$ cat src/rtl/core/lir_pkg.sv
// ----------------------------------------------------------------------------
// lir_pkg
// Shared types and constants of the linear interpolation resampler: rate
// register format, register indexes, reset rates and the sequencer states.
// ----------------------------------------------------------------------------
`default_nettype none

package lir_pkg;

    // rate registers
    localparam int RATE_BITS = 18;
    typedef logic [RATE_BITS-1:0] t_rate;

    localparam t_rate SOURCE_RATE_RESET = 18'd48000;
    localparam t_rate TARGET_RATE_RESET = 18'd16000;

    // register indexes of the config port
    localparam int REG_INDEX_BITS = 1;
    localparam logic [REG_INDEX_BITS-1:0] REG_SOURCE_RATE = 1'b0;
    localparam logic [REG_INDEX_BITS-1:0] REG_TARGET_RATE = 1'b1;

    // rates captured with each item, already sanitized
    typedef struct packed {
        t_rate src;
        t_rate dst;
    } t_rates;

    // depth of the item queue between front and back
    localparam int QUEUE_DEPTH = 2;

    // non-negative position differences at or beyond 2^SPAN_BITS always allow an output
    localparam int SPAN_BITS = 22;

    // back-end sequencer
    typedef enum logic [3:0] {
        ST_IDLE,
        ST_NORM_GO,
        ST_NORM_WAIT,
        ST_CHECK,
        ST_IMUL,
        ST_ISTART,
        ST_IDIV,
        ST_EMUL,
        ST_ECMP,
        ST_ADV,
        ST_FINISH
    } t_state;

endpackage

`default_nettype wire

$ cat src/rtl/core/lir_front.sv
// ----------------------------------------------------------------------------
// lir_front
// Front end: rate registers, rate sanitizing and input item capture into
// the item queue.
// ----------------------------------------------------------------------------
`default_nettype none

module lir_front #(
    parameter int SAMPLE_BITS  = 16,
    parameter int MAX_UPSAMPLE = 8
) (
    input  wire logic                                  i_clk,
    input  wire logic                                  i_rst_n,
    input  wire logic                                  i_cfg_we,
    input  wire logic [lir_pkg::REG_INDEX_BITS-1:0]    i_cfg_index,
    input  wire logic [lir_pkg::RATE_BITS-1:0]         i_cfg_data,
    input  wire logic                                  i_valid,
    input  wire logic signed [SAMPLE_BITS-1:0]         i_in_sample,
    input  wire logic                                  i_final_sample,
    input  wire logic                                  i_q_full,
    output logic                                       o_ready,
    output logic                                       o_push,
    output logic [SAMPLE_BITS+2*lir_pkg::RATE_BITS:0]  o_entry
);
    import lir_pkg::*;

    localparam int RB = RATE_BITS;
    localparam int LB = RB + $clog2(MAX_UPSAMPLE + 1);

    t_rate r_src;
    t_rate r_dst;

    t_rate          w_src;
    t_rate          w_dst0;
    t_rate          w_dst;
    logic [LB-1:0]  w_lim;
    t_rates         w_rates;

    // rate registers
    always_ff @(posedge i_clk) begin
        if (!i_rst_n) begin
            r_src <= SOURCE_RATE_RESET;
            r_dst <= TARGET_RATE_RESET;
        end else if (i_cfg_we) begin
            unique case (i_cfg_index)
                REG_SOURCE_RATE: r_src <= i_cfg_data;
                REG_TARGET_RATE: r_dst <= i_cfg_data;
            endcase
        end
    end

    // zero acts as one; target saturates at MAX_UPSAMPLE times source
    assign w_src  = (r_src == '0) ? RB'(1) : r_src;
    assign w_dst0 = (r_dst == '0) ? RB'(1) : r_dst;
    assign w_lim  = LB'(w_src) * LB'(MAX_UPSAMPLE);
    assign w_dst  = (LB'(w_dst0) > w_lim) ? RB'(w_lim) : w_dst0;

    assign w_rates.src = w_src;
    assign w_rates.dst = w_dst;

    // item capture
    assign o_ready = !i_q_full;
    assign o_push  = i_valid && !i_q_full;
    assign o_entry = {i_in_sample, i_final_sample, w_rates};

endmodule

`default_nettype wire

$ cat src/rtl/core/lir_queue.sv
// ----------------------------------------------------------------------------
// lir_queue
// Small FIFO that decouples item capture from the interpolation back end.
// ----------------------------------------------------------------------------
`default_nettype none

module lir_queue #(
    parameter int WIDTH = 53
) (
    input  wire logic             i_clk,
    input  wire logic             i_rst_n,
    input  wire logic             i_push,
    input  wire logic [WIDTH-1:0] i_data,
    output logic                  o_full,
    input  wire logic             i_pop,
    output logic                  o_valid,
    output logic [WIDTH-1:0]      o_data
);
    import lir_pkg::*;

    localparam int PTR_BITS = (QUEUE_DEPTH > 1) ? $clog2(QUEUE_DEPTH) : 1;
    localparam int CNT_BITS = $clog2(QUEUE_DEPTH + 1);

    logic [WIDTH-1:0]    r_mem [QUEUE_DEPTH];
    logic [PTR_BITS-1:0] r_wr_ptr;
    logic [PTR_BITS-1:0] r_rd_ptr;
    logic [CNT_BITS-1:0] r_count;

    logic w_do_push;
    logic w_do_pop;

    assign w_do_push = i_push && !o_full;
    assign w_do_pop  = i_pop && o_valid;

    // pointers and fill level
    always_ff @(posedge i_clk) begin
        if (!i_rst_n) begin
            r_wr_ptr <= '0;
            r_rd_ptr <= '0;
            r_count  <= '0;
        end else begin
            if (w_do_push) begin
                r_wr_ptr <= (r_wr_ptr == PTR_BITS'(QUEUE_DEPTH - 1)) ? '0
                                                                     : r_wr_ptr + PTR_BITS'(1);
            end
            if (w_do_pop) begin
                r_rd_ptr <= (r_rd_ptr == PTR_BITS'(QUEUE_DEPTH - 1)) ? '0
                                                                     : r_rd_ptr + PTR_BITS'(1);
            end
            if (w_do_push && !w_do_pop) begin
                r_count <= r_count + CNT_BITS'(1);
            end else if (w_do_pop && !w_do_push) begin
                r_count <= r_count - CNT_BITS'(1);
            end
        end
    end

    // storage
    always_ff @(posedge i_clk) begin
        if (w_do_push) begin
            r_mem[r_wr_ptr] <= i_data;
        end
    end

    assign o_full  = (r_count == CNT_BITS'(QUEUE_DEPTH));
    assign o_valid = (r_count != '0);
    assign o_data  = r_mem[r_rd_ptr];

endmodule

`default_nettype wire

$ cat src/rtl/core/lir_div.sv
// ----------------------------------------------------------------------------
// lir_div
// Restoring divider, one quotient bit per cycle. The caller guarantees the
// quotient fits in QUO_BITS.
// ----------------------------------------------------------------------------
`default_nettype none

module lir_div #(
    parameter int NUM_BITS = 37,
    parameter int DEN_BITS = 19,
    parameter int QUO_BITS = 18
) (
    input  wire logic                i_clk,
    input  wire logic                i_rst_n,
    input  wire logic                i_start,
    input  wire logic [NUM_BITS-1:0] i_num,
    input  wire logic [DEN_BITS-1:0] i_den,
    output logic                     o_busy,
    output logic [QUO_BITS-1:0]      o_quo,
    output logic [DEN_BITS-1:0]      o_rem
);
    localparam int CB = $clog2(QUO_BITS + 1);

    logic                r_busy;
    logic [CB-1:0]       r_cnt;
    logic [DEN_BITS-1:0] r_den;
    logic [DEN_BITS:0]   r_part;
    logic [QUO_BITS-1:0] r_acc;

    logic [DEN_BITS:0]   w_trial;
    logic [DEN_BITS:0]   w_sub;
    logic                w_ge;

    // one trial subtraction per cycle
    assign w_trial = {r_part[DEN_BITS-1:0], r_acc[QUO_BITS-1]};
    assign w_ge    = (w_trial >= {1'b0, r_den});
    assign w_sub   = w_trial - {1'b0, r_den};

    always_ff @(posedge i_clk) begin
        if (!i_rst_n) begin
            r_busy <= 1'b0;
            r_cnt  <= '0;
        end else if (i_start) begin
            r_busy <= 1'b1;
            r_cnt  <= '0;
        end else if (r_busy) begin
            r_cnt <= r_cnt + CB'(1);
            if (r_cnt == CB'(QUO_BITS - 1)) begin
                r_busy <= 1'b0;
            end
        end
    end

    always_ff @(posedge i_clk) begin
        if (i_start) begin
            r_den  <= i_den;
            r_part <= (DEN_BITS+1)'(i_num >> QUO_BITS);
            r_acc  <= i_num[QUO_BITS-1:0];
        end else if (r_busy) begin
            r_part <= w_ge ? w_sub : w_trial;
            r_acc  <= {r_acc[QUO_BITS-2:0], w_ge};
        end
    end

    assign o_busy = r_busy;
    assign o_quo  = r_acc;
    assign o_rem  = r_part[DEN_BITS-1:0];

endmodule

`default_nettype wire

$ cat src/rtl/core/lir_back.sv
// ----------------------------------------------------------------------------
// lir_back
// Back end: per-item sequencer that tracks the next output position, forms
// interpolated values through the shared divider, and delivers results with
// run_end marked on the last one of each item.
// ----------------------------------------------------------------------------
`default_nettype none

module lir_back #(
    parameter int SAMPLE_BITS  = 16,
    parameter int MAX_UPSAMPLE = 8,
    parameter int COUNT_BITS   = 32
) (
    input  wire logic                          i_clk,
    input  wire logic                          i_rst_n,
    input  wire logic                          i_q_valid,
    input  wire logic [SAMPLE_BITS-1:0]        i_q_sample,
    input  wire logic                          i_q_final,
    input  wire lir_pkg::t_rates               i_q_rates,
    output logic                               o_q_pop,
    output logic                               o_valid,
    input  wire logic                          i_ready,
    output logic signed [SAMPLE_BITS-1:0]      o_out_sample,
    output logic                               o_run_end,
    output logic                               o_stream_end
);
    import lir_pkg::*;

    localparam int SB  = SAMPLE_BITS;
    localparam int CB  = COUNT_BITS;
    localparam int RB  = RATE_BITS;
    localparam int DB  = RB + 1;
    localparam int QB  = (SB + 2 > RB) ? SB + 2 : RB;
    localparam int NB  = SB + RB + 3;
    localparam int PB  = SB + RB + 2;
    localparam int XB  = SPAN_BITS + RB;
    localparam int MR  = 2 * MAX_UPSAMPLE;
    localparam int MRB = $clog2(MR + 1);

    t_state r_state;
    t_state n_state;

    // current item
    logic [SB-1:0] r_x;
    logic          r_fin;
    t_rate         r_src;
    t_rate         r_dst;

    // stream state
    logic [SB-1:0] r_prev;
    logic [CB-1:0] r_m;
    logic [CB-1:0] r_base;
    t_rate         r_rem;
    logic          r_held_valid;
    logic [SB-1:0] r_held;
    logic [MRB-1:0] r_count;

    // arithmetic stage registers
    logic signed [PB-1:0] r_prod;
    logic [XB-1:0]        r_dprod;
    logic                 r_dneg;
    logic                 r_dbig;

    // pending result (run_end not yet known) and output register
    logic          r_pend_valid;
    logic [SB-1:0] r_pend_sample;
    logic          r_pend_stream;
    logic          r_out_valid;
    logic [SB-1:0] r_out_sample;
    logic          r_out_run_end;
    logic          r_out_stream_end;

    // divider
    logic          w_div_start;
    logic [NB-1:0] w_div_num;
    logic [DB-1:0] w_div_den;
    logic          w_div_busy;
    logic [QB-1:0] w_div_quo;
    logic [DB-1:0] w_div_rem;

    logic [CB-1:0]        w_d0;
    logic                 w_d0_zero;
    logic [CB-1:0]        w_c;
    logic [CB-1:0]        w_d;
    logic [SPAN_BITS-1:0] w_dsmall;
    logic [RB:0]          w_step_sum;
    logic                 w_may;
    logic signed [SB:0]   w_diff;
    logic signed [NB-1:0] w_prod_ext;
    logic [NB-1:0]        w_interp_num;
    logic [SB-1:0]        w_interp_res;
    logic                 w_out_free;
    logic                 w_push_ok;
    logic                 w_stop;
    logic                 w_emit;
    logic                 w_flush;
    logic                 w_push_out;

    lir_div #(
        .NUM_BITS (NB),
        .DEN_BITS (DB),
        .QUO_BITS (QB)
    ) u_div (
        .i_clk   (i_clk),
        .i_rst_n (i_rst_n),
        .i_start (w_div_start),
        .i_num   (w_div_num),
        .i_den   (w_div_den),
        .o_busy  (w_div_busy),
        .o_quo   (w_div_quo),
        .o_rem   (w_div_rem)
    );

    // position bookkeeping
    assign w_d0      = r_m - r_base;
    assign w_d0_zero = (w_d0 == '0);
    assign w_c       = r_m + CB'(1);
    assign w_d       = w_c - r_base;
    assign w_dsmall  = SPAN_BITS'(w_d);
    assign w_step_sum = {1'b0, r_rem} + {1'b0, r_src};
    assign w_may     = !r_dneg && (r_dbig || (XB'(w_step_sum) <= r_dprod));

    // interpolation: prev + floor((2*(x-prev)*r + dst) / (2*dst)), offset positive
    assign w_diff       = $signed({r_x[SB-1], r_x}) - $signed({r_prev[SB-1], r_prev});
    assign w_prod_ext   = NB'(r_prod);
    assign w_interp_num = {w_prod_ext[NB-2:0], 1'b0} + NB'(r_dst)
                          + (NB'(r_dst) << (SB + 1));
    assign w_interp_res = r_prev + SB'(w_div_quo);

    // handshake toward the output register
    assign w_out_free = !r_out_valid || i_ready;
    assign w_push_ok  = !r_pend_valid || w_out_free;

    assign w_stop = (r_count == MRB'(MR))
                 || (!r_held_valid && (w_d0[CB-1] || (w_d0_zero && !r_fin && (r_rem != '0))));

    // next state
    always_comb begin
        n_state = r_state;
        unique case (r_state)
            ST_IDLE:      if (i_q_valid) n_state = ST_NORM_GO;
            ST_NORM_GO:   n_state = ST_NORM_WAIT;
            ST_NORM_WAIT: if (!w_div_busy) n_state = ST_CHECK;
            ST_CHECK: begin
                if (w_stop) begin
                    n_state = ST_FINISH;
                end else if (r_held_valid || w_d0_zero) begin
                    n_state = ST_EMUL;
                end else begin
                    n_state = ST_IMUL;
                end
            end
            ST_IMUL:      n_state = ST_ISTART;
            ST_ISTART:    n_state = ST_IDIV;
            ST_IDIV:      if (!w_div_busy) n_state = ST_EMUL;
            ST_EMUL:      n_state = ST_ECMP;
            ST_ECMP: begin
                if (!w_may) begin
                    n_state = ST_FINISH;
                end else if (w_push_ok) begin
                    n_state = ST_ADV;
                end
            end
            ST_ADV:       if (!w_div_busy) n_state = ST_CHECK;
            ST_FINISH:    if (w_push_ok) n_state = ST_IDLE;
            default:      n_state = ST_IDLE;
        endcase
    end

    // sequencer outputs
    always_comb begin
        o_q_pop     = 1'b0;
        w_div_start = 1'b0;
        w_div_num   = '0;
        w_div_den   = '0;
        w_emit      = 1'b0;
        w_flush     = 1'b0;
        unique case (r_state)
            ST_IDLE: o_q_pop = i_q_valid;
            ST_NORM_GO: begin
                w_div_start = 1'b1;
                w_div_num   = NB'(r_rem);
                w_div_den   = DB'(r_dst);
            end
            ST_ISTART: begin
                w_div_start = 1'b1;
                w_div_num   = w_interp_num;
                w_div_den   = {r_dst, 1'b0};
            end
            ST_ECMP: begin
                if (w_may && w_push_ok) begin
                    w_emit      = 1'b1;
                    w_div_start = 1'b1;
                    w_div_num   = NB'(w_step_sum);
                    w_div_den   = DB'(r_dst);
                end
            end
            ST_FINISH: w_flush = w_push_ok;
            default: ;
        endcase
    end

    assign w_push_out = r_pend_valid && (w_emit || w_flush);

    // control and stream state
    always_ff @(posedge i_clk) begin
        if (!i_rst_n) begin
            r_state      <= ST_IDLE;
            r_prev       <= '0;
            r_m          <= '0;
            r_base       <= '0;
            r_rem        <= '0;
            r_held_valid <= 1'b0;
            r_count      <= '0;
            r_pend_valid <= 1'b0;
            r_out_valid  <= 1'b0;
        end else begin
            r_state <= n_state;
            unique case (r_state)
                ST_IDLE: if (o_q_pop) r_count <= '0;
                ST_NORM_WAIT, ST_ADV: begin
                    if (!w_div_busy) begin
                        r_base <= r_base + CB'(w_div_quo);
                        r_rem  <= RB'(w_div_rem);
                    end
                end
                ST_CHECK: begin
                    if (!w_stop && !r_held_valid && w_d0_zero) begin
                        r_held_valid <= 1'b1;
                    end
                end
                ST_IDIV: if (!w_div_busy) r_held_valid <= 1'b1;
                ST_ECMP: begin
                    if (w_emit) begin
                        r_held_valid <= 1'b0;
                        r_count      <= r_count + MRB'(1);
                    end
                end
                ST_FINISH: begin
                    if (w_flush) begin
                        if (r_fin) begin
                            r_prev       <= '0;
                            r_m          <= '0;
                            r_base       <= '0;
                            r_rem        <= '0;
                            r_held_valid <= 1'b0;
                        end else begin
                            r_prev <= r_x;
                            r_m    <= w_c;
                        end
                    end
                end
                default: ;
            endcase

            if (w_emit) begin
                r_pend_valid <= 1'b1;
            end else if (w_flush) begin
                r_pend_valid <= 1'b0;
            end

            if (w_push_out) begin
                r_out_valid <= 1'b1;
            end else if (i_ready) begin
                r_out_valid <= 1'b0;
            end
        end
    end

    // datapath registers
    always_ff @(posedge i_clk) begin
        if (o_q_pop) begin
            r_x   <= i_q_sample;
            r_fin <= i_q_final;
            r_src <= i_q_rates.src;
            r_dst <= i_q_rates.dst;
        end
        if (r_state == ST_CHECK && !r_held_valid) begin
            r_held <= r_x;
        end
        if (r_state == ST_IDIV && !w_div_busy) begin
            r_held <= w_interp_res;
        end
        if (r_state == ST_IMUL) begin
            r_prod <= w_diff * $signed({1'b0, r_rem});
        end
        if (r_state == ST_EMUL) begin
            r_dprod <= XB'(w_dsmall) * XB'(r_dst);
            r_dneg  <= w_d[CB-1];
            r_dbig  <= (64'(w_d) >= (64'd1 << SPAN_BITS));
        end
        if (w_emit) begin
            r_pend_sample <= r_held;
            r_pend_stream <= r_fin;
        end
        if (w_push_out) begin
            r_out_sample     <= r_pend_sample;
            r_out_run_end    <= w_flush;
            r_out_stream_end <= r_pend_stream;
        end
    end

    assign o_valid      = r_out_valid;
    assign o_out_sample = r_out_sample;
    assign o_run_end    = r_out_run_end;
    assign o_stream_end = r_out_stream_end;

    // checks
    a_div_idle: assert property (@(posedge i_clk) disable iff (!i_rst_n)
        w_div_start |-> !w_div_busy)
        else $error("divider started while busy");

    a_count_limit: assert property (@(posedge i_clk) disable iff (!i_rst_n)
        r_count <= MRB'(MR))
        else $error("result count beyond limit");

    a_push_free: assert property (@(posedge i_clk) disable iff (!i_rst_n)
        w_push_out |-> (!r_out_valid || i_ready))
        else $error("output register overwritten");

    a_stream_clear: assert property (@(posedge i_clk) disable iff (!i_rst_n)
        (r_state == ST_FINISH && w_flush && r_fin)
        |=> (r_m == '0 && r_base == '0 && r_rem == '0 && !r_held_valid))
        else $error("stream state not cleared after final item");

    a_pend_drained: assert property (@(posedge i_clk) disable iff (!i_rst_n)
        (r_state == ST_FINISH && w_flush) |=> (!r_pend_valid && r_state == ST_IDLE))
        else $error("pending result left at end of item");

endmodule

`default_nettype wire

$ cat src/rtl/core/linear_interp_resampler.sv
// ----------------------------------------------------------------------------
// linear_interp_resampler
// Streaming linear-interpolation sample rate converter for mono samples.
// ----------------------------------------------------------------------------
// Usage:
//   Input channel (i_valid/o_ready) takes one sample per item with
//   i_final_sample marking the last sample of a stream. Output channel
//   (o_valid/i_ready) delivers interpolated samples; o_run_end marks the
//   last result caused by an item, o_stream_end the results caused by the
//   final item. Rates are written through i_cfg_we/i_cfg_index/i_cfg_data
//   while the block is idle; zero acts as one, and target_rate saturates
//   at MAX_UPSAMPLE times source_rate.
//   Every interpolated value and every position step is formed by the
//   one-bit-per-cycle divider, whose quotient is Q = max(SAMPLE_BITS+2,
//   18) bits wide; results that land on an input sample need no
//   interpolating division. A two-entry queue takes items while the
//   back end works.
//   Each result moves to the output register when the item's next result
//   is formed, the last one when the item's work ends; a stall holds the
//   output register and then the back end. Reset restores 48000 / 16000
//   and clears the stream state; after a final item the stream state
//   returns to zero.
// ----------------------------------------------------------------------------
`default_nettype none

module linear_interp_resampler #(
    parameter int SAMPLE_BITS  = 16,
    parameter int MAX_UPSAMPLE = 8,
    parameter int COUNT_BITS   = 32
) (
    input  wire logic                               i_clk,
    input  wire logic                               i_rst_n,
    input  wire logic                               i_cfg_we,
    input  wire logic [lir_pkg::REG_INDEX_BITS-1:0] i_cfg_index,
    input  wire logic [lir_pkg::RATE_BITS-1:0]      i_cfg_data,
    input  wire logic                               i_valid,
    output logic                                    o_ready,
    input  wire logic signed [SAMPLE_BITS-1:0]      i_in_sample,
    input  wire logic                               i_final_sample,
    output logic                                    o_valid,
    input  wire logic                               i_ready,
    output logic signed [SAMPLE_BITS-1:0]           o_out_sample,
    output logic                                    o_run_end,
    output logic                                    o_stream_end
);
    import lir_pkg::*;

    localparam int RATES_BITS = 2 * RATE_BITS;
    localparam int ENTRY_BITS = SAMPLE_BITS + 1 + RATES_BITS;

    logic                  w_push;
    logic                  w_q_full;
    logic [ENTRY_BITS-1:0] w_entry;
    logic                  w_q_valid;
    logic                  w_q_pop;
    logic [ENTRY_BITS-1:0] w_q_data;
    t_rates                w_q_rates;

    lir_front #(
        .SAMPLE_BITS  (SAMPLE_BITS),
        .MAX_UPSAMPLE (MAX_UPSAMPLE)
    ) u_front (
        .i_clk          (i_clk),
        .i_rst_n        (i_rst_n),
        .i_cfg_we       (i_cfg_we),
        .i_cfg_index    (i_cfg_index),
        .i_cfg_data     (i_cfg_data),
        .i_valid        (i_valid),
        .i_in_sample    (i_in_sample),
        .i_final_sample (i_final_sample),
        .i_q_full       (w_q_full),
        .o_ready        (o_ready),
        .o_push         (w_push),
        .o_entry        (w_entry)
    );

    lir_queue #(
        .WIDTH (ENTRY_BITS)
    ) u_queue (
        .i_clk   (i_clk),
        .i_rst_n (i_rst_n),
        .i_push  (w_push),
        .i_data  (w_entry),
        .o_full  (w_q_full),
        .i_pop   (w_q_pop),
        .o_valid (w_q_valid),
        .o_data  (w_q_data)
    );

    assign w_q_rates = w_q_data[RATES_BITS-1:0];

    lir_back #(
        .SAMPLE_BITS  (SAMPLE_BITS),
        .MAX_UPSAMPLE (MAX_UPSAMPLE),
        .COUNT_BITS   (COUNT_BITS)
    ) u_back (
        .i_clk        (i_clk),
        .i_rst_n      (i_rst_n),
        .i_q_valid    (w_q_valid),
        .i_q_sample   (w_q_data[ENTRY_BITS-1 -: SAMPLE_BITS]),
        .i_q_final    (w_q_data[RATES_BITS]),
        .i_q_rates    (w_q_rates),
        .o_q_pop      (w_q_pop),
        .o_valid      (o_valid),
        .i_ready      (i_ready),
        .o_out_sample (o_out_sample),
        .o_run_end    (o_run_end),
        .o_stream_end (o_stream_end)
    );

endmodule

`default_nettype wire
$ cat config.mk
export PLATFORM = sky130hd
export DESIGN_NAME = linear_interp_resampler
export DESIGN_NICKNAME = d
export VERILOG_FILES = /design/src/rtl/core/lir_pkg.sv /design/src/rtl/core/lir_front.sv /design/src/rtl/core/lir_queue.sv /design/src/rtl/core/lir_div.sv /design/src/rtl/core/lir_back.sv /design/src/rtl/core/linear_interp_resampler.sv
export SDC_FILE = /design/constraint.sdc
export NUM_CORES = 2
export LEC_CHECK = 0
export ABC_AREA = 1
export BUFFER_PORTS_ARGS = -buffer_cell sky130_fd_sc_hd__buf_2
export CORE_ASPECT_RATIO = 0.5
export CORE_UTILIZATION = 59
export DETAILED_ROUTE_END_ITERATION = 12
export PLACE_DENSITY = 0.8
export SYNTH_ARGS = -nofsm -noshare
export SYNTH_HDL_FRONTEND = slang
export SYNTH_SLANG_ARGS = --single-unit
$ cat constraint.sdc
create_clock -name i_clk -period 8.45 [get_ports i_clk]
set_input_delay 0.845 -clock i_clk [delete_from_list [all_inputs] [get_ports i_clk]]
set_output_delay 0.845 -clock i_clk [all_outputs]
set_load 0.005 [all_outputs]
==> out/metrics.yaml <==
sta:
  setup-violations-final: 0
  slew_headroom: 0.1521
  worst_slack_ps: 61.69
  finalSetupTns_ps: 0
  worst_slew_pin_slew_ps: 1272
  fmax_mhz: 119.2
  finalCritPeriodShare: 0.9927
  worst_hold_slack_ps: 363.5
  slew_violations: 0
  finClkSkew_ps: 31.78
  rsz0062_at_grt: "true"
  period_minus_slack_ps: 8388
  hold_viol: 0
detailed_routing:
  via_count: 46800
  antenna_left: 0
  drt-initial-drc-count: 6032
  viasPerCell: 5.879
  wirelength_um: 168800
  routedWlPerCell_um: 21.21
  drc_errors: 0
  dr.pass1.iters: 8
placed_design:
  io_buffers: 60
  place.gp.congestion: 1.066
  dpl.hpwl_um: 131000
  dp_slack_ps: -229.9
yosys:
  synth_commonest_cells: "nand2_1, inv_1, fa_1"
  syn_avg_cell_area_um2: 8.142
  synth-async-reset-ratio: 0
  synthCells: 6539
  synth_most_common_cell: "nand2_1"
  ys_warn_count: 0
  seq_area_frac_synth: 0.2527
  netlist_area_um2: 53240
  synth_top_area_frac: 0.2136
  synth_area_leaders: "fa_1, edfxtp_1, ha_1"
  synth_top_cell_by_area: "fa_1"
  synthesis.nets: 7647
  synth_flop_cell: "edfxtp_1"
  synth_edf_count: 344
  synth_cell_types: 68
  ys_seq_elements: 500
finish:
  syn_to_final_growth_pct: 11.24
  final_core_util: 0.6668
  drive_above_1_share: 0.1167
  seq_area_um2: 13460
  fillCellCount: 7136
  multiInputGateArea_um2: 35240
  final_nets: 7839
die:
  rows: 77
  die_height_um: 214.4
  ios: 61
  die_area_um2: 91520
  start_util: 0.5994
  core_um2: 88830
  dieWidth_um: 426.8
cts:
  root_buffer: "clkbuf_16"
  cts_buffers: 49
  clk_pin_slew_ps: 90
  cts_tree: "done"
  clk_path_buf_depth: 3
  clock_latency_ps: 670
  cts.sinks: 500
  cts_max_level: 2
global_routing:
  antenna_found_initial: 8
  grt_pass1_wl_um: 258200
  grt_pass1_vias: 46070
  grt_max_degree: 84
  grt_usage: 0.3680
  grt_overflow_total: 0
worst_hold_path:
  hold_class: "in -> reg"
status:
  outcome: "complete, no violations"
critical_path:
  worst_setup_path_end_kind: "flop"
  path_max_fanout: 3
  cpMostUsedCell: "buf_4"
  cp.arrival_ps: 8770
  timing.critical_path.buf_inv: 39
  slowest_delay_ps: 410
  cpMaxStageDelayCell: "nor4_4"
  crit_family: "buffers and inverters"
  cp-start-kind: "flop"
  path_class: "reg -> reg"
  cp.required_ps: 8830
job:
  drv_cap: 0
-- sequential cells by signal, summed over array words and instances, names as in the netlist, 16 cells and up --
signal	count
u_queue.r_mem	106
u_back.r_dprod	40
u_back.r_prod	36
u_back.r_base	32
u_back.r_m	32
u_back.u_div.r_den	19
u_back.u_div.r_part	19
u_back.r_dst	18
u_back.r_rem	18
u_back.r_src	18
u_back.u_div.o_quo	18
u_front.r_dst	18
u_front.r_src	18
u_back.o_out_sample	16
u_back.r_held	16
u_back.r_pend_sample	16
u_back.r_prev	16
u_back.r_x	16
-- routing by layer --
layer  track usage  part of all wire  vias to the layer above  routed length (µm)
met5             0           0.00014                        -                  23
met4        0.1364             0.045                        4                7593
met3        0.1150              0.15                      517               24640
met2        0.5292              0.41                     3000               69590
met1        0.5200              0.40                    22380               67000
li1              -                 -                    20900                   -
-- layout by cell type, fill, tap and decap left out, drive strengths merged, types with 3 or more instances in the layout --
cell      count
a211oi        5
a21boi       12
a21o         10
a21oi       420
a221oi        4
a22oi        11
a31oi        27
and2          3
buf         330
bufinv        4
clkbuf       64
clkinv       31
clkinvlp      8
dfxtp       156
diode         4
edfxtp      344
fa          568
ha          499
inv        1278
nand2      1568
nand3       149
nand3b       14
nand4        55
nor2        565
nor3         51
nor4         20
o2111ai       7
o211ai       42
o21a         20
o21ai       206
o21bai       19
o221ai       10
o22ai        20
o31ai         5
o41ai         3
or2          66
xnor2        53
xor2        115
-- through the flow --
stage	area, µm²	cells
2_1_floorplan	53240	6539
3_3_place_gp	55710	7777
3_5_place_dp	55710	7777
4_1_cts	57940	7915
5_1_grt	59220	7956
6_report	59230	7960
-- cells by family after synthesis --
family / count (synthesis) / synth area share
xor+xnor: 168 / 0.02778
compound gates: 827 / 0.08958
simple gates: 2494 / 0.1934
buf+inv: 1483 / 0.1057
flops: 500 / 0.2527
fa+ha+maj: 1067 / 0.3308
-- worst paths after layout --
kind	slack (ps)	cells past startpoint	start	endpoint
min reg2reg	410	0	u_back.r_pend_sample[9]$_DFFE_PP_	u_back.o_out_sample[9]$_DFFE_PP_
max	60	53	u_back.r_m[7]$_SDFFE_PN0P_	u_back.r_dbig$_DFFE_PP_
min	360	1	i_in_sample[9]	u_queue.r_mem[0][46]$_DFFE_PP_
max reg2reg	60	53	u_back.r_m[7]$_SDFFE_PN0P_	u_back.r_dbig$_DFFE_PP_
-- repair_timing --
action,4_1_cts,5_1_grt
setup buffers,47,45
cloned,0,1
setup endpoints to repair,7,33
resized for setup,31,225
pin swaps,23,115
hold buffers,0,0
hold endpoints to repair,0,0
-- worst reg2reg max path, delay by kind of cell, from the launching register on --
| kind | cells | cell delay [ps] |
|---|---|---|
| flops | 1 | 330 |
| buf+inv | 39 | 5040 |
| simple gates | 7 | 1330 |
| compound gates | 4 | 880 |
| xor+xnor | 2 | 350 |
| fa+ha+maj | 1 | 180 |
-- cell type report --
cell class                      instances  area share
Antenna cell                            4   0.0001690
Clock inverter                         27    0.005725
Multi-Input combinational cell       4556      0.5951
Tap cell                             1185     0.02503
Inverter                             1293     0.08245
Sequential cell                       500      0.2273
Timing Repair Buffer                  330     0.04043
Clock buffer                           64     0.02375
Timing Repair inverter                  1  0.00008450
Power is left out: the tool's default activity adds up to more than one toggle a clock period on the data nets, which glitch-free logic cannot reach.
